--- config.mk ---
export PLATFORM = sky130hd
export DESIGN_NAME = spmq_ctrl
export DESIGN_NICKNAME = d
export VERILOG_FILES = /design/src/design/spmq_pkg.sv /design/src/design/spmq_ctrl.sv
export SDC_FILE = /design/constraint.sdc
export NUM_CORES = 1
export LEC_CHECK = 0
export BUFFER_PORTS_ARGS = -buffer_cell sky130_fd_sc_hd__buf_2
export CAP_MARGIN = 10
export CELL_PAD_IN_SITES_DETAIL_PLACEMENT = 0
export CELL_PAD_IN_SITES_GLOBAL_PLACEMENT = 1
export CORE_MARGIN = 2
export CORE_UTILIZATION = 45
export CTS_BUF_LIST = sky130_fd_sc_hd__clkbuf_16
export CTS_CLUSTER_SIZE = 16
export DETAILED_ROUTE_END_ITERATION = 10
export PLACE_DENSITY_LB_ADDON = 0.1
export SYNTH_ARGS = -nofsm -noshare
export SYNTH_HDL_FRONTEND = slang
export SYNTH_SLANG_ARGS = --single-unit
--- constraint.sdc ---
create_clock -name i_clk -period 4.2 [get_ports i_clk]
set_input_delay 0.42 -clock i_clk [delete_from_list [all_inputs] [get_ports i_clk]]
set_output_delay 0.42 -clock i_clk [all_outputs]
set_load 0.05 [all_outputs]
--- src/design/spmq_pkg.sv ---
// ----------------------------------------------------------------------------
// spmq_pkg
// shared constants, types and helpers of the shared pool multi-queue
// ----------------------------------------------------------------------------
package spmq_pkg;

    localparam int POOL_CELLS   = 128;
    localparam int NUM_QUEUES   = 32;
    localparam int PAYLOAD_BITS = 64;

    localparam int QID_W    = 5;
    localparam int PAY_W    = 64;
    localparam int STAT_W   = 32;
    localparam int CELL_W   = (POOL_CELLS > 1) ? $clog2(POOL_CELLS) : 1;
    localparam int CNT_W    = $clog2(POOL_CELLS + 1);
    localparam int QUEUE_W  = (NUM_QUEUES > 1) ? $clog2(NUM_QUEUES) : 1;

    // request action codes
    localparam logic ACT_ENQ = 1'b0;
    localparam logic ACT_DEQ = 1'b1;

    typedef logic [CELL_W-1:0] t_cell;

    // controller to cell memory
    typedef struct packed {
        t_cell                   rd_addr;
        logic                    data_we;
        t_cell                   data_addr;
        logic [PAYLOAD_BITS-1:0] wr_payload;
        logic [STAT_W-1:0]       wr_status;
        logic                    link_we;
        t_cell                   link_addr;
        t_cell                   link_data;
    } t_mem_req;

    // cell memory to controller, registered from rd_addr
    typedef struct packed {
        t_cell                   link;
        logic [PAYLOAD_BITS-1:0] payload;
        logic [STAT_W-1:0]       status;
    } t_mem_rsp;

    // finished request from the controller
    typedef struct packed {
        logic              valid;
        logic              ok;
        logic [PAY_W-1:0]  payload;
        logic [STAT_W-1:0] status;
    } t_result;

    // default successor of a cell in the free list after reset
    function automatic t_cell cell_next(input t_cell c);
        t_cell nxt;
        if (c == CELL_W'(POOL_CELLS - 1)) begin
            nxt = '0;
        end else begin
            nxt = c + CELL_W'(1);
        end
        return nxt;
    endfunction

endpackage

--- src/design/spmq_ctrl.sv ---
// ----------------------------------------------------------------------------
// spmq_ctrl
// queue head/tail tables, free list and the two-step request sequencer
// ----------------------------------------------------------------------------
module spmq_ctrl (
    input  logic                        i_clk,
    input  logic                        i_rst_n,
    input  logic                        i_start,
    input  logic                        i_action,
    input  logic [spmq_pkg::QID_W-1:0]  i_queue_id,
    input  logic [spmq_pkg::PAY_W-1:0]  i_payload_in,
    input  logic [spmq_pkg::STAT_W-1:0] i_status_in,
    output logic                        o_busy,
    output spmq_pkg::t_mem_req          o_mem_req,
    input  spmq_pkg::t_mem_rsp          i_mem_rsp,
    output spmq_pkg::t_result           o_result
);

    typedef enum logic [1:0] {
        ST_IDLE = 2'b01,
        ST_EXEC = 2'b10
    } t_state;

    t_state r_state, n_state;

    spmq_pkg::t_cell                  r_head     [spmq_pkg::NUM_QUEUES];
    spmq_pkg::t_cell                  r_tail     [spmq_pkg::NUM_QUEUES];
    logic [spmq_pkg::NUM_QUEUES-1:0]  r_nonempty;
    spmq_pkg::t_cell                  r_free_head, n_free_head;
    logic [spmq_pkg::CNT_W-1:0]       r_free_count, n_free_count;
    logic                             r_action;
    logic [spmq_pkg::QID_W-1:0]       r_qid;

    logic [spmq_pkg::QID_W-1:0]   qid_sel;
    logic [spmq_pkg::QUEUE_W-1:0] qidx;
    logic                         q_in_range;
    logic                         accept;
    logic                         pool_has_free;
    logic                         enq_ok;
    logic                         deq_ok;
    spmq_pkg::t_cell              sel_head;
    spmq_pkg::t_cell              sel_tail;
    logic                         sel_nonempty;
    logic                         deq_last;

    assign accept        = i_start && (r_state == ST_IDLE);
    assign o_busy        = (r_state == ST_EXEC);
    // single table read port: new request while idle, latched one otherwise
    assign qid_sel       = o_busy ? r_qid : i_queue_id;
    assign qidx          = qid_sel[spmq_pkg::QUEUE_W-1:0];
    assign q_in_range    = (32'(qid_sel) < spmq_pkg::NUM_QUEUES);
    assign sel_head      = r_head[qidx];
    assign sel_tail      = r_tail[qidx];
    assign sel_nonempty  = r_nonempty[qidx];
    assign pool_has_free = (r_free_count != '0);

    assign enq_ok   = o_busy && (r_action == spmq_pkg::ACT_ENQ) && q_in_range && pool_has_free;
    assign deq_ok   = o_busy && (r_action == spmq_pkg::ACT_DEQ) && q_in_range && sel_nonempty;
    assign deq_last = (sel_head == sel_tail);

    always_comb begin
        o_mem_req            = '0;
        o_mem_req.rd_addr    = (i_action == spmq_pkg::ACT_DEQ) ? sel_head : r_free_head;
        // enqueue cell data is written at accept, into the cell at the free-list head
        o_mem_req.data_we    = accept && (i_action == spmq_pkg::ACT_ENQ) && q_in_range
                               && pool_has_free;
        o_mem_req.data_addr  = r_free_head;
        o_mem_req.wr_payload = i_payload_in[spmq_pkg::PAYLOAD_BITS-1:0];
        o_mem_req.wr_status  = i_status_in;
        if (enq_ok && sel_nonempty) begin
            o_mem_req.link_we   = 1'b1;
            o_mem_req.link_addr = sel_tail;
            o_mem_req.link_data = r_free_head;
        end else if (deq_ok) begin
            o_mem_req.link_we   = 1'b1;
            o_mem_req.link_addr = sel_head;
            o_mem_req.link_data = r_free_head;
        end
    end

    always_comb begin
        n_state      = r_state;
        n_free_head  = r_free_head;
        n_free_count = r_free_count;
        case (r_state)
            ST_IDLE: begin
                if (i_start) begin
                    n_state = ST_EXEC;
                end
            end
            ST_EXEC: begin
                n_state = ST_IDLE;
                if (enq_ok) begin
                    n_free_head  = i_mem_rsp.link;
                    n_free_count = r_free_count - spmq_pkg::CNT_W'(1);
                end else if (deq_ok) begin
                    n_free_head = sel_head;
                    if (r_free_count < spmq_pkg::CNT_W'(spmq_pkg::POOL_CELLS)) begin
                        n_free_count = r_free_count + spmq_pkg::CNT_W'(1);
                    end
                end
            end
            default: begin
                n_state = ST_IDLE;
            end
        endcase
    end

    always_ff @(posedge i_clk) begin
        if (!i_rst_n) begin
            r_state      <= ST_IDLE;
            r_free_head  <= '0;
            r_free_count <= spmq_pkg::CNT_W'(spmq_pkg::POOL_CELLS);
            r_nonempty   <= '0;
            for (int i = 0; i < spmq_pkg::NUM_QUEUES; i++) begin
                r_head[i] <= '0;
                r_tail[i] <= '0;
            end
        end else begin
            r_state      <= n_state;
            r_free_head  <= n_free_head;
            r_free_count <= n_free_count;
            if (enq_ok) begin
                if (!sel_nonempty) begin
                    r_head[qidx] <= r_free_head;
                end
                r_tail[qidx]     <= r_free_head;
                r_nonempty[qidx] <= 1'b1;
            end else if (deq_ok) begin
                if (deq_last) begin
                    r_nonempty[qidx] <= 1'b0;
                end else begin
                    r_head[qidx] <= i_mem_rsp.link;
                end
            end
        end
    end

    always_ff @(posedge i_clk) begin
        if (accept) begin
            r_action <= i_action;
            r_qid    <= i_queue_id;
        end
    end

    always_comb begin
        o_result.valid   = o_busy;
        o_result.ok      = enq_ok || deq_ok;
        o_result.payload = deq_ok ? spmq_pkg::PAY_W'(i_mem_rsp.payload) : '0;
        o_result.status  = deq_ok ? i_mem_rsp.status : '0;
    end

endmodule

* Word level (Yosys, flattened, before mapping) *
Memory sizes are Yosys's and may differ from the RTL's.
Cells that the tools add are included.

storage, ports and cells
  RAM bits = 448
  bits of input ports = 208
  memories = 2
  output and inout bits = 225
  flip-flop bits (word level) = 55

memories
  memory  depth  bits a word  rd ports  clocked after memory_dff  write ports  line             text
  r_head  32     7            1         0                         32           spmq_ctrl.sv:26  spmq_pkg::t_cell r_head [spmq_pkg::NUM_QUEUES];
  r_tail  32     7            1         0                         32           spmq_ctrl.sv:27  spmq_pkg::t_cell r_tail [spmq_pkg::NUM_QUEUES];

operators by class
  eq/ne operators = 3
  bitwise operators = 6
  add/sub/neg operators = 2
  mux-type cells = 38
  reduce and logical (&&, ||, !) cells = 20
  $lt $le $gt $ge = 3

operators with widths
  cell                                                                          count
  32-bit 2-to-1 mux                                                             4
  64-bit 2-to-1 mux                                                             1
  7-bit 2-to-1 mux                                                              6
  32-bit bitwise AND                                                            1
  32-bit inverter                                                               1
  32-bit OR                                                                     1
  15-bit 2-to-1 mux                                                             2
  8-bit 2-to-1 mux                                                              3
  1-bit 2-to-1 mux                                                              17
  5-bit 2-to-1 mux                                                              3
  7-bit OR reduction                                                            2
  1-bit logical AND                                                             9
  8-bit by 1-bit adder with 8-bit output, second input constant                 1
  8-bit less-than comparator, second input constant                             1
  8-bit nonzero test                                                            1
  8-bit by 1-bit subtractor with 8-bit output, second input constant            1
  7-bit equality test                                                           1
  5-bit by 6-bit less-than comparator with 1-bit output, second input constant  1
  2-bit AND reduction                                                           3
  2-bit nonzero test                                                            3
  1-bit binary-select mux with 5-bit select                                     1
  1-bit demux with 5-bit select                                                 1
  5-bit by 1-bit >= comparator with 1-bit output, second input constant         1
  3-bit AND reduction                                                           1
  5 further kinds                                                               6

* Longest topological paths before layout *
Gate-level depths: netlist of the first run.

  depth after elaboration = 12
  gate-level depth with buffers = 16
  depth with buffers taken out = 14

* Worst setup path after synthesis of the first run *
Ideal clock, no wire load.

  path type = reg-to-output
  from = register r_state[0]
  to = output port o_mem_req[0] in the netlist's numbering
  slack = -0.041 ns
  cell stages (with the launch flop) = 14
  arrival time = 3.821 ns
  cells stage by stage = dfxtp_1 or2b_4 inv_2 o31a_1 buf_6 buf_2 buf_2 o22ai_1 o21ai_0 nand2_1 nor4_1 or2_2 clkbuf_1 and2_1

RTL lines
  element                 line              text
  start, declared         spmq_ctrl.sv:24   t_state r_state, n_state;
  start signal, assigned  spmq_ctrl.sv:120  r_state <= n_state;
  end, declared           spmq_ctrl.sv:14   output spmq_pkg::t_mem_req o_mem_req,

==> results of run 1 <==
-- kinds of logic after synthesis --
group | after synthesis
and+or+nand+nor | 584
buffers and inverters | 308
DFF | 503
muxes | 17
adders and majority gates | 8
AOI/OAI and AO/OA | 800
xor gates and xnor gates | 8
-- stage by stage --
step / setup WS [ns] / setup TNS, ns / cell area (um^2) / total power [uW]
after floorplan: 0.174 / 0 / 25100 / 6550
after global routing: -0.226 / -30.06 / 33900 / 12100
after CTS: -0.113 / -3.69 / 33300 / 11700
after detailed placement: -0.777 / -257.96 / 29800 / 6950
final: -0.212 / -24.37 / 33900 / 11900
after global placement: -0.708 / -225.69 / 29800 / 6940
-- metal layers --
layer	track usage, %	up-vias	wire length [um]	part of all wire [%]
met2	57.3	1654	49600	43
met4	22.5	8	7620	6.7
li1	-	9015	-	-
met5	0	-	46	0.040
met1	49.8	10575	41700	37
met3	13.3	343	15100	13
-- worst max-delay path, cell delays in order (launching register included) --
cell	delay (ns)
sky130_fd_sc_hd__dfxtp_2	0.37
sky130_fd_sc_hd__or2b_4	0.32
sky130_fd_sc_hd__a31oi_4	0.25
sky130_fd_sc_hd__buf_12	0.16
sky130_fd_sc_hd__buf_16	0.13
sky130_fd_sc_hd__buf_8	0.11
sky130_fd_sc_hd__o22ai_4	0.07
sky130_fd_sc_hd__o21ai_4	0.22
sky130_fd_sc_hd__nand4_1	0.24
sky130_fd_sc_hd__nor3_2	0.31
sky130_fd_sc_hd__buf_4	0.16
sky130_fd_sc_hd__and3_4	0.29
sky130_fd_sc_hd__buf_6	0.16
sky130_fd_sc_hd__buf_16	0.12
sky130_fd_sc_hd__and2_4	0.23
sky130_fd_sc_hd__buf_8	0.17
-- cell usage in the layout, fill, tap and decap left out, types with 15 or more instances in the layout --
cell / count
sky130_fd_sc_hd__a21oi_1: 168
sky130_fd_sc_hd__clkbuf_16: 59
sky130_fd_sc_hd__a22oi_1: 15
sky130_fd_sc_hd__o21ai_2: 15
sky130_fd_sc_hd__buf_12: 136
sky130_fd_sc_hd__buf_8: 27
sky130_fd_sc_hd__o21ai_0: 145
sky130_fd_sc_hd__a31oi_1: 38
sky130_fd_sc_hd__buf_4: 248
sky130_fd_sc_hd__nand2_1: 62
sky130_fd_sc_hd__dfxtp_1: 47
sky130_fd_sc_hd__and2_4: 101
sky130_fd_sc_hd__and2_1: 232
sky130_fd_sc_hd__buf_2: 126
sky130_fd_sc_hd__a21oi_2: 71
sky130_fd_sc_hd__o22ai_1: 187
sky130_fd_sc_hd__nor2_1: 100
sky130_fd_sc_hd__nand4_1: 16
sky130_fd_sc_hd__edfxtp_1: 454
sky130_fd_sc_hd__o21ai_1: 50
sky130_fd_sc_hd__buf_6: 50
sky130_fd_sc_hd__inv_1: 28
sky130_fd_sc_hd__o22ai_2: 25
-- power by group through the flow --
stage          Sequential (uW)  Clock [uW]  Combinational, uW
3_5_place_dp              5770           0               1180
6_report                  5670        4760               1450
5_1_grt                   5680        4970               1490
4_1_cts                   5660        4770               1320
2_1_floorplan             5740           0                810
3_3_place_gp              5770           0               1170
-- how the worst max path moves through the flow --
stage | end | from | slack (ns)
detailed placement | r_head[27][1] | r_state[1] | -0.78
global route | o_result[11] | r_state[1] | -0.23
floorplan | o_mem_req[0] | r_state[0] | 0.17
finish | o_result[29] | r_state[1] | -0.21
CTS | o_result[15] | r_qid[0] | -0.11
global placement | r_head[27][5] | r_state[1] | -0.71
-- repair_timing --
| item | in CTS | in global routing |
|---|---|---|
| hold buffers | 1 | 0 |
| gates resized for setup | 296 | 181 |
| endpoints found under the hold margin | 1 | 0 |
| setup buffers | 60 | 14 |
| pin swaps | 50 | 76 |
| cloned | 15 | 6 |
| endpoints found under the setup margin | 592 | 580 |
-- flip-flops by register name, indices dropped and copies added (netlist names), named ones only --
name	count
r_tail	224
r_state	2
r_free_count	8
r_qid	5
r_action	1
r_head	224
r_free_head	7
-- area by class of cell --
class	count	area [um^2]	share of cell area (%)
flip-flops and latches	503	14600	43.1
multi-input cells	1419	9840	29.0
repair buffers	606	6680	19.7
clock buffers	54	1350	3.98
well taps	748	936	2.76
clock inverters	45	392	1.15
inverters	20	77.6	0.229
diodes	9	22.5	0.0664
==> run summary, run 1 <==
The run finished, with violations left. The final reports fail on negative setup slack. The master cell of the clock root buffer is sky130_fd_sc_hd__clkbuf_16. The die is around 240 um wide. The xor/xnor cell area share of the yosys netlist is less than 1%. The maximum root-to-sink buffer count came out at 3.

The final critical-path required period is about 4.4 ns. Setup violations remaining at the end of the flow were counted as 219. The max-slew violation count was 0. The final critical path takes up 105% of the cycle. In the synthesized netlist the dominant register cell turns out to be sky130_fd_sc_hd__edfxtp_1. The share of the core filled with cells in the final layout came out at 61.6%. The proportion of synthesized area in mux cells is less than 1%. The initial antenna violation count is 16. Across the run, the number of max-cap violations was 0. The routed wire length came out at 114000 um. The global placement routability congestion came out at 1.02.

The wire length of the first global-routing pass came out at ~160000 um. In this run, flip-flops and latches consume a little under half of the power. The maximum net fanout on the critical path came out at 5. In the global route stage, overall resource usage came out at 38.9%. The smallest hold slack is roughly 0.011 ns. The number of nets handed over by synthesis was 2444. The final worst setup slack is -0.212 ns.

After synthesis, the largest family of logic cells by area is compound AO/OA/AOI/OAI gates. The clock insertion delay at the later pin of the skew report is about 0.66 ns. Summed over all instances, the cell type with the most area after synthesis is sky130_fd_sc_hd__edfxtp_1. The clock network fraction of design power came out at 40.0%. The region available for standard cell placement spans 0.0551 mm^2.

The per-cell via count in the routed design is around 6.3. Based on the critical path, the design can be clocked at up to 227 MHz. Buffers inserted during clock tree synthesis total 54. The initial detailed-routing violation count is around 2900. The pre-antenna-repair detailed-routing pass consisted of 6 iterations. STA classifies the critical path endpoint as an output pin. For this run, design rule violations remaining after detail routing come to 0. The share of synthesized area in the top cell type comes to 54.4%.

Counting flops with a built-in enable in the synthesized netlist gives 454. The number of cells on the worst reg-to-reg path came out at 19. The synthesis warning total is 0. The startpoint identified for the worst register-to-register timing path is r_qid[0]. The endpoint required time on the critical path came out at 3.78 ns. STA classifies the critical path startpoint as a register.

sky130_fd_sc_hd__edfxtp_1 is the most common cell in the netlist. The number of placed instances, taps included, is around 3200. The standby leakage power came out at about 0.012 uW.

The setup clock skew after layout came out at 0.0586 ns. The share of async-settable or async-resettable flops after synthesis is 0%. Data on the critical path arrives at its endpoint at between 3 and 4 ns. The adder-cell area share of the yosys netlist is less than 1%. The number of global-route vias before repair is 20733. The H-tree was split into 2 levels.

The number of clock sinks is 503. After synthesis the netlist holds a flip-flop and latch count of 503. The layout has around 4400 filler cells. The internal power of the cells totals a little under 9000 uW. The remaining number of nets flagged by the antenna check after routing is 0. The share of layout cells above drive strength 1 is 38.8%. Clock-pin slew was measured on the worst setup and hold paths at 0.06 ns. The number of rows created at floorplan is 86. The worst-case headroom to the max-slew limit came out at 20.6%. In the synthesized netlist, the cells that appear most often are 454 x sky130_fd_sc_hd__edfxtp_1, 335 x sky130_fd_sc_hd__and2_1, 224 x sky130_fd_sc_hd__o22ai_1, 200 x sky130_fd_sc_hd__o21ai_0, 168 x sky130_fd_sc_hd__a21oi_1. The net switching component of the power came out at roughly 3000 uW.

The part of the total power dissipated in combinational logic is 12.2%. By area the synthesized netlist is led by sky130_fd_sc_hd__edfxtp_1 54%, sky130_fd_sc_hd__and2_1 8.4%, sky130_fd_sc_hd__o22ai_1 5.6%. The part of the Yosys area used for sequential elements came out at 58.3%.

The final cell count without fillers is 3404. For flop-to-flop paths, the worst setup slack is -0.13 ns. The number of I/O port buffers came out at 240. The switching share of power came out at about a quarter.

The slew at the pin closest to its max-slew limit came out at 1.18 ns. The wire length per cell came out at approximately 34 um. The hold path depth came out at 1. The worst voltage drop across the vdd grid is 0.353 mV. The synthesis-to-layout area growth came out at 35.3%. The full die area is about 0.058 mm^2.

The capture endpoint of the worst hold path is r_qid[4]. The top-level port count came out at 433. The total overflow left after global routing is 0. The overall die height is 240 um. In this run the most critical hold path is launched from i_queue_id[4].

The starting utilization of the core area came out at 45.5%. By startpoint and endpoint, the worst setup path is classified as register to output pin. TritonCTS built the clock tree. The number of failing hold endpoints at the final stage was 0. The number of distinct library cells after synthesis is 65.

Entering global routing, the biggest net connects 94 pins. The min-delay analysis places its worst path in the category primary input to register. Setup repair after global routing could not meet its margin everywhere. The number of nets in the final layout came out at 2820.

The detailed placer's ending HPWL is 79200 um. The synthesized cell area is 0.0251 mm^2. The power density over cell area came out at around 350 mW/mm^2. The simple-gate share of the synthesized area is 13.3%. The mean instance size in the synthesized netlist came out at 11.3 um^2. The synthesized instance count came out at 2228. The reg-to-reg endpoint is r_head[8][1].

The compound-gate portion of the synthesized area came out at 20.2%. The final route contains about 22000 vias.
(Power assumes the default switching activity.)
==> inputs of run 2 (changes only) <==
==> constraint.sdc (replaced) <==
create_clock -name i_clk -period 4.2 [get_ports i_clk]
set_input_delay 0.63 -clock i_clk [delete_from_list [all_inputs] [get_ports i_clk]]
set_output_delay 0.63 -clock i_clk [all_outputs]
set_load 0.05 [all_outputs]
==> run 2 against run 1 <==
The run still ends with negative setup slack left. Register-to-register slack improved by 0.06 ns. Sequential cell count did not move. Clock skew fell by 0.027 ns. Worst setup slack improved by 0.10 ns. Critical path depth fell by 1. Via count fell by 1.9%. Non-clock buffer count fell by 18. Clock power rose by 1%. Combinational power fell by 4%. Critical path type unchanged. Critical endpoint is now o_mem_req[6]. Largest cell class unchanged. Largest power group unchanged.
==> run summary, run 2 (synthesized netlist as in run 1, its figures left out) <==
The post-route DRC violation count is 0 (unchanged). The wire length of the first global-routing pass came out at 144000 um (was 157000 um). The detailed placer's ending HPWL came to 71700 um (was 79200 um). The final worst setup slack was -0.109 ns (was -0.212 ns). The area of the multi-input gates is 0.00961 mm^2 (was 0.00984 mm^2). The number of H-tree levels came out at 2 (unchanged).

The number of buffers inserted during clock tree synthesis came out at 54 (unchanged). The synthesis-to-layout area growth is 33.6% (was 35.3%). The number of cells on the worst reg-to-reg path is 20 (was 19). The leftover overflow at the end of global routing is 0 (unchanged).

The highest achievable clock rate came to 232 MHz (was 227 MHz). The routed wire length came to 107000 um (was 114000 um). The maximum root-to-sink buffer count is 3 (unchanged). The slew at the pin closest to its max-slew limit was 1.18 ns (about the same).

The number of nets in the final layout is 2801 (was 2820). The source of the worst register-to-register timing path was r_state[1] (was r_qid[0]). The endpoint required time on the critical path came to 3.57 ns (was 3.78 ns). The startpoint type of the worst setup path is a register (unchanged). The max-slew violation count was 0 (unchanged). The setup clock skew after layout came out at 0.0316 ns (was 0.0586 ns). The master cell of the clock root buffer is sky130_fd_sc_hd__clkbuf_16 (unchanged). The overall die width is 240 um (unchanged). The most frequent standard cell in the layout excluding fill and tap cells is sky130_fd_sc_hd__edfxtp_1 (unchanged). The endpoint type of the worst setup path is an output pin (unchanged). The initial detailed-routing violation count is 2602 (was 2869).

The clock insertion delay at the later pin of the skew report was 0.64 ns (was 0.66 ns). The worst setup path category is register to output pin (unchanged). The combined global-route utilization of all metal layers is 34.8% (was 38.9%). The number of buffers added to fix hold violations after cts came to 0 (was 1). The CTS clock-pin slew for the worst setup and hold paths is 0.06 ns (about the same). The total via count in the routed design was 21180 (was 21595). The overall die height is 240 um (unchanged). The maximum net fanout on the critical path is 8 (was 5). The top-level port count came out at 433 (unchanged). The number of clock sinks came out at 503 (unchanged). The initial antenna violation count is 17 (was 16). The full die area came out at 0.0576 mm^2 (unchanged). The post-detailed-placement cell area came out at 0.0290 mm^2 (was 0.0298 mm^2). The power density over cell area is 354 mW/mm^2 (was 351 mW/mm^2). The origin of the worst min-delay path is i_queue_id[4] (unchanged). The pin count of the biggest net entering global routing is 115 (was 94).

The wire length per cell is 31.5 um (was 33.5 um). The number of global-route vias before repair came out at 19940 (was 20733). The number of rows created at floorplan came out at 86 (unchanged). The worst setup slack for register-to-register paths came out at -0.07 ns (was -0.13 ns).

The number of I/O port buffers came out at 240 (unchanged). The global placement routability congestion is 0.899 (was 1.02). The worst-case headroom to the max-slew limit came to 20.6% (about the same). The number of inserted filler cells in the final layout is 4481 (was 4394). The destination of the critical timing path is o_mem_req[6] (was o_result[29]). The starting utilization of the core area is 45.5% (unchanged). The register cell area after layout came to 0.0146 mm^2 (about the same). The share of layout cells above drive strength 1 is 35.4% (was 38.8%). The per-cell via count in the routed design came out at 6.25 (was 6.34).

The number of detailed-routing iterations run before antenna repair is 6 (unchanged). The power after layout is 11900 uW (about the same). The final setup violation count is 158 (was 219). The type of the worst min-delay path was primary input to register (unchanged). Unrepaired setup endpoints after global routing: true (unchanged). The reg-to-reg endpoint is r_head[22][0] (was r_head[8][1]). The core region area is 0.0551 mm^2 (unchanged). The worst voltage drop across the vdd grid was 0.317 mV (was 0.353 mV). The number of max-capacitance violations reported is 0 (unchanged).

The final clock period utilization by the worst path is 103% (was 105%). The final critical-path required period is 4.31 ns (was 4.41 ns). The standby leakage power is 0.0123 uW (was 0.0124 uW). The post-route cell area came out at 0.0335 mm^2 (was 0.0339 mm^2).

Violated checks: negative setup slack (unchanged). The smallest hold slack is 0.244 ns (was 0.0105 ns). Largest registers: r_head (224), r_tail (224), r_free_count (8) (unchanged). The remaining number of nets flagged by the antenna check after routing is 0 (unchanged). The clock tree from TritonCTS is built (unchanged). Most frequent cells in the layout: 454 x sky130_fd_sc_hd__edfxtp_1, 287 x sky130_fd_sc_hd__and2_1, 242 x sky130_fd_sc_hd__buf_4, 196 x sky130_fd_sc_hd__o22ai_1, 164 x sky130_fd_sc_hd__o21ai_0 (was 454 x sky130_fd_sc_hd__edfxtp_1, 248 x sky130_fd_sc_hd__buf_4, 232 x sky130_fd_sc_hd__and2_1, 187 x sky130_fd_sc_hd__o22ai_1, 168 x sky130_fd_sc_hd__a21oi_1). The arrival time at the worst endpoint came to 3.68 ns (was 3.99 ns). The number of failing hold endpoints at the final stage came out at 0 (unchanged).

The source of the critical timing path was r_qid[0] (was r_state[1]). Run status: complete, but fails checks (unchanged).
[run 2: how the worst min path moves through the flow]
stage          cells past startpoint  endpoint  slack (ns)
2_1_floorplan                      2  register        0.45
3_3_place_gp                       2  register        0.46
3_5_place_dp                       2  register        0.47
4_1_cts                            1  r_qid[4]        0.20
5_1_grt                            1  r_qid[4]        0.25
6_report                           1  r_qid[4]        0.24
[run 2: power breakdown]
group	internal (uW)	leakage, uW	total (uW)	switching (uW)
logic	547	0.00632	1390	843
clock network	2720	0.000900	4810	2100
registers	5590	0.00508	5650	61.0
total	8860	0.0123	11900	3000
[run 2: final cells by class]
class	instances	area share, %
Clock inverter	48	1.23
Antenna cell	11	0.0822
Inverter	20	0.232
Timing Repair Buffer	588	19.3
Sequential cell	503	43.7
Tap cell	748	2.79
Multi-Input combinational cell	1418	28.7
Clock buffer	54	4.03
[run 2: through the flow]
step	setup TNS (ns)	util (%)	setup slack, ns	cells
CTS	-2.94	58.0	-0.0968	3320
finish	-5.95	60.8	-0.109	3390
global placement	-36.44	52.6	-0.208	3180
floorplan	0	-	0.243	2228
detailed placement	-45.80	52.6	-0.185	3180
global route	-42.57	60.8	-0.173	3390
[run 2: what timing repair did]
action	CTS	global route
pin swaps	17	30
buffers inserted	31	38
gates resized for setup	223	158
setup endpoints to repair	565	575
gates cloned	7	22
[run 2: metal layers]
layer / GRT usage (%) / vias up / wire [um]
li1: - / 8964 / -
met1: 46.7 / 10513 / 40300
met2: 53.5 / 1436 / 48000
met3: 8.93 / 257 / 13600
met4: 15.2 / 10 / 4770
met5: 0.260 / - / 80
[run 2: worst max-delay path: stages (launching register included)]
cell and delay, ns:
sky130_fd_sc_hd__edfxtp_1 0.43, sky130_fd_sc_hd__or4b_4 0.57, sky130_fd_sc_hd__o31a_4 0.15, sky130_fd_sc_hd__buf_12 0.16
sky130_fd_sc_hd__buf_4 0.15, sky130_fd_sc_hd__o22ai_2 0.13, sky130_fd_sc_hd__o21ai_1 0.08, sky130_fd_sc_hd__buf_4 0.15
sky130_fd_sc_hd__nand2_4 0.11, sky130_fd_sc_hd__nor3_4 0.06, sky130_fd_sc_hd__and3_4 0.22, sky130_fd_sc_hd__buf_12 0.16
sky130_fd_sc_hd__or2_4 0.31, sky130_fd_sc_hd__and2_4 0.18, sky130_fd_sc_hd__buf_6 0.15
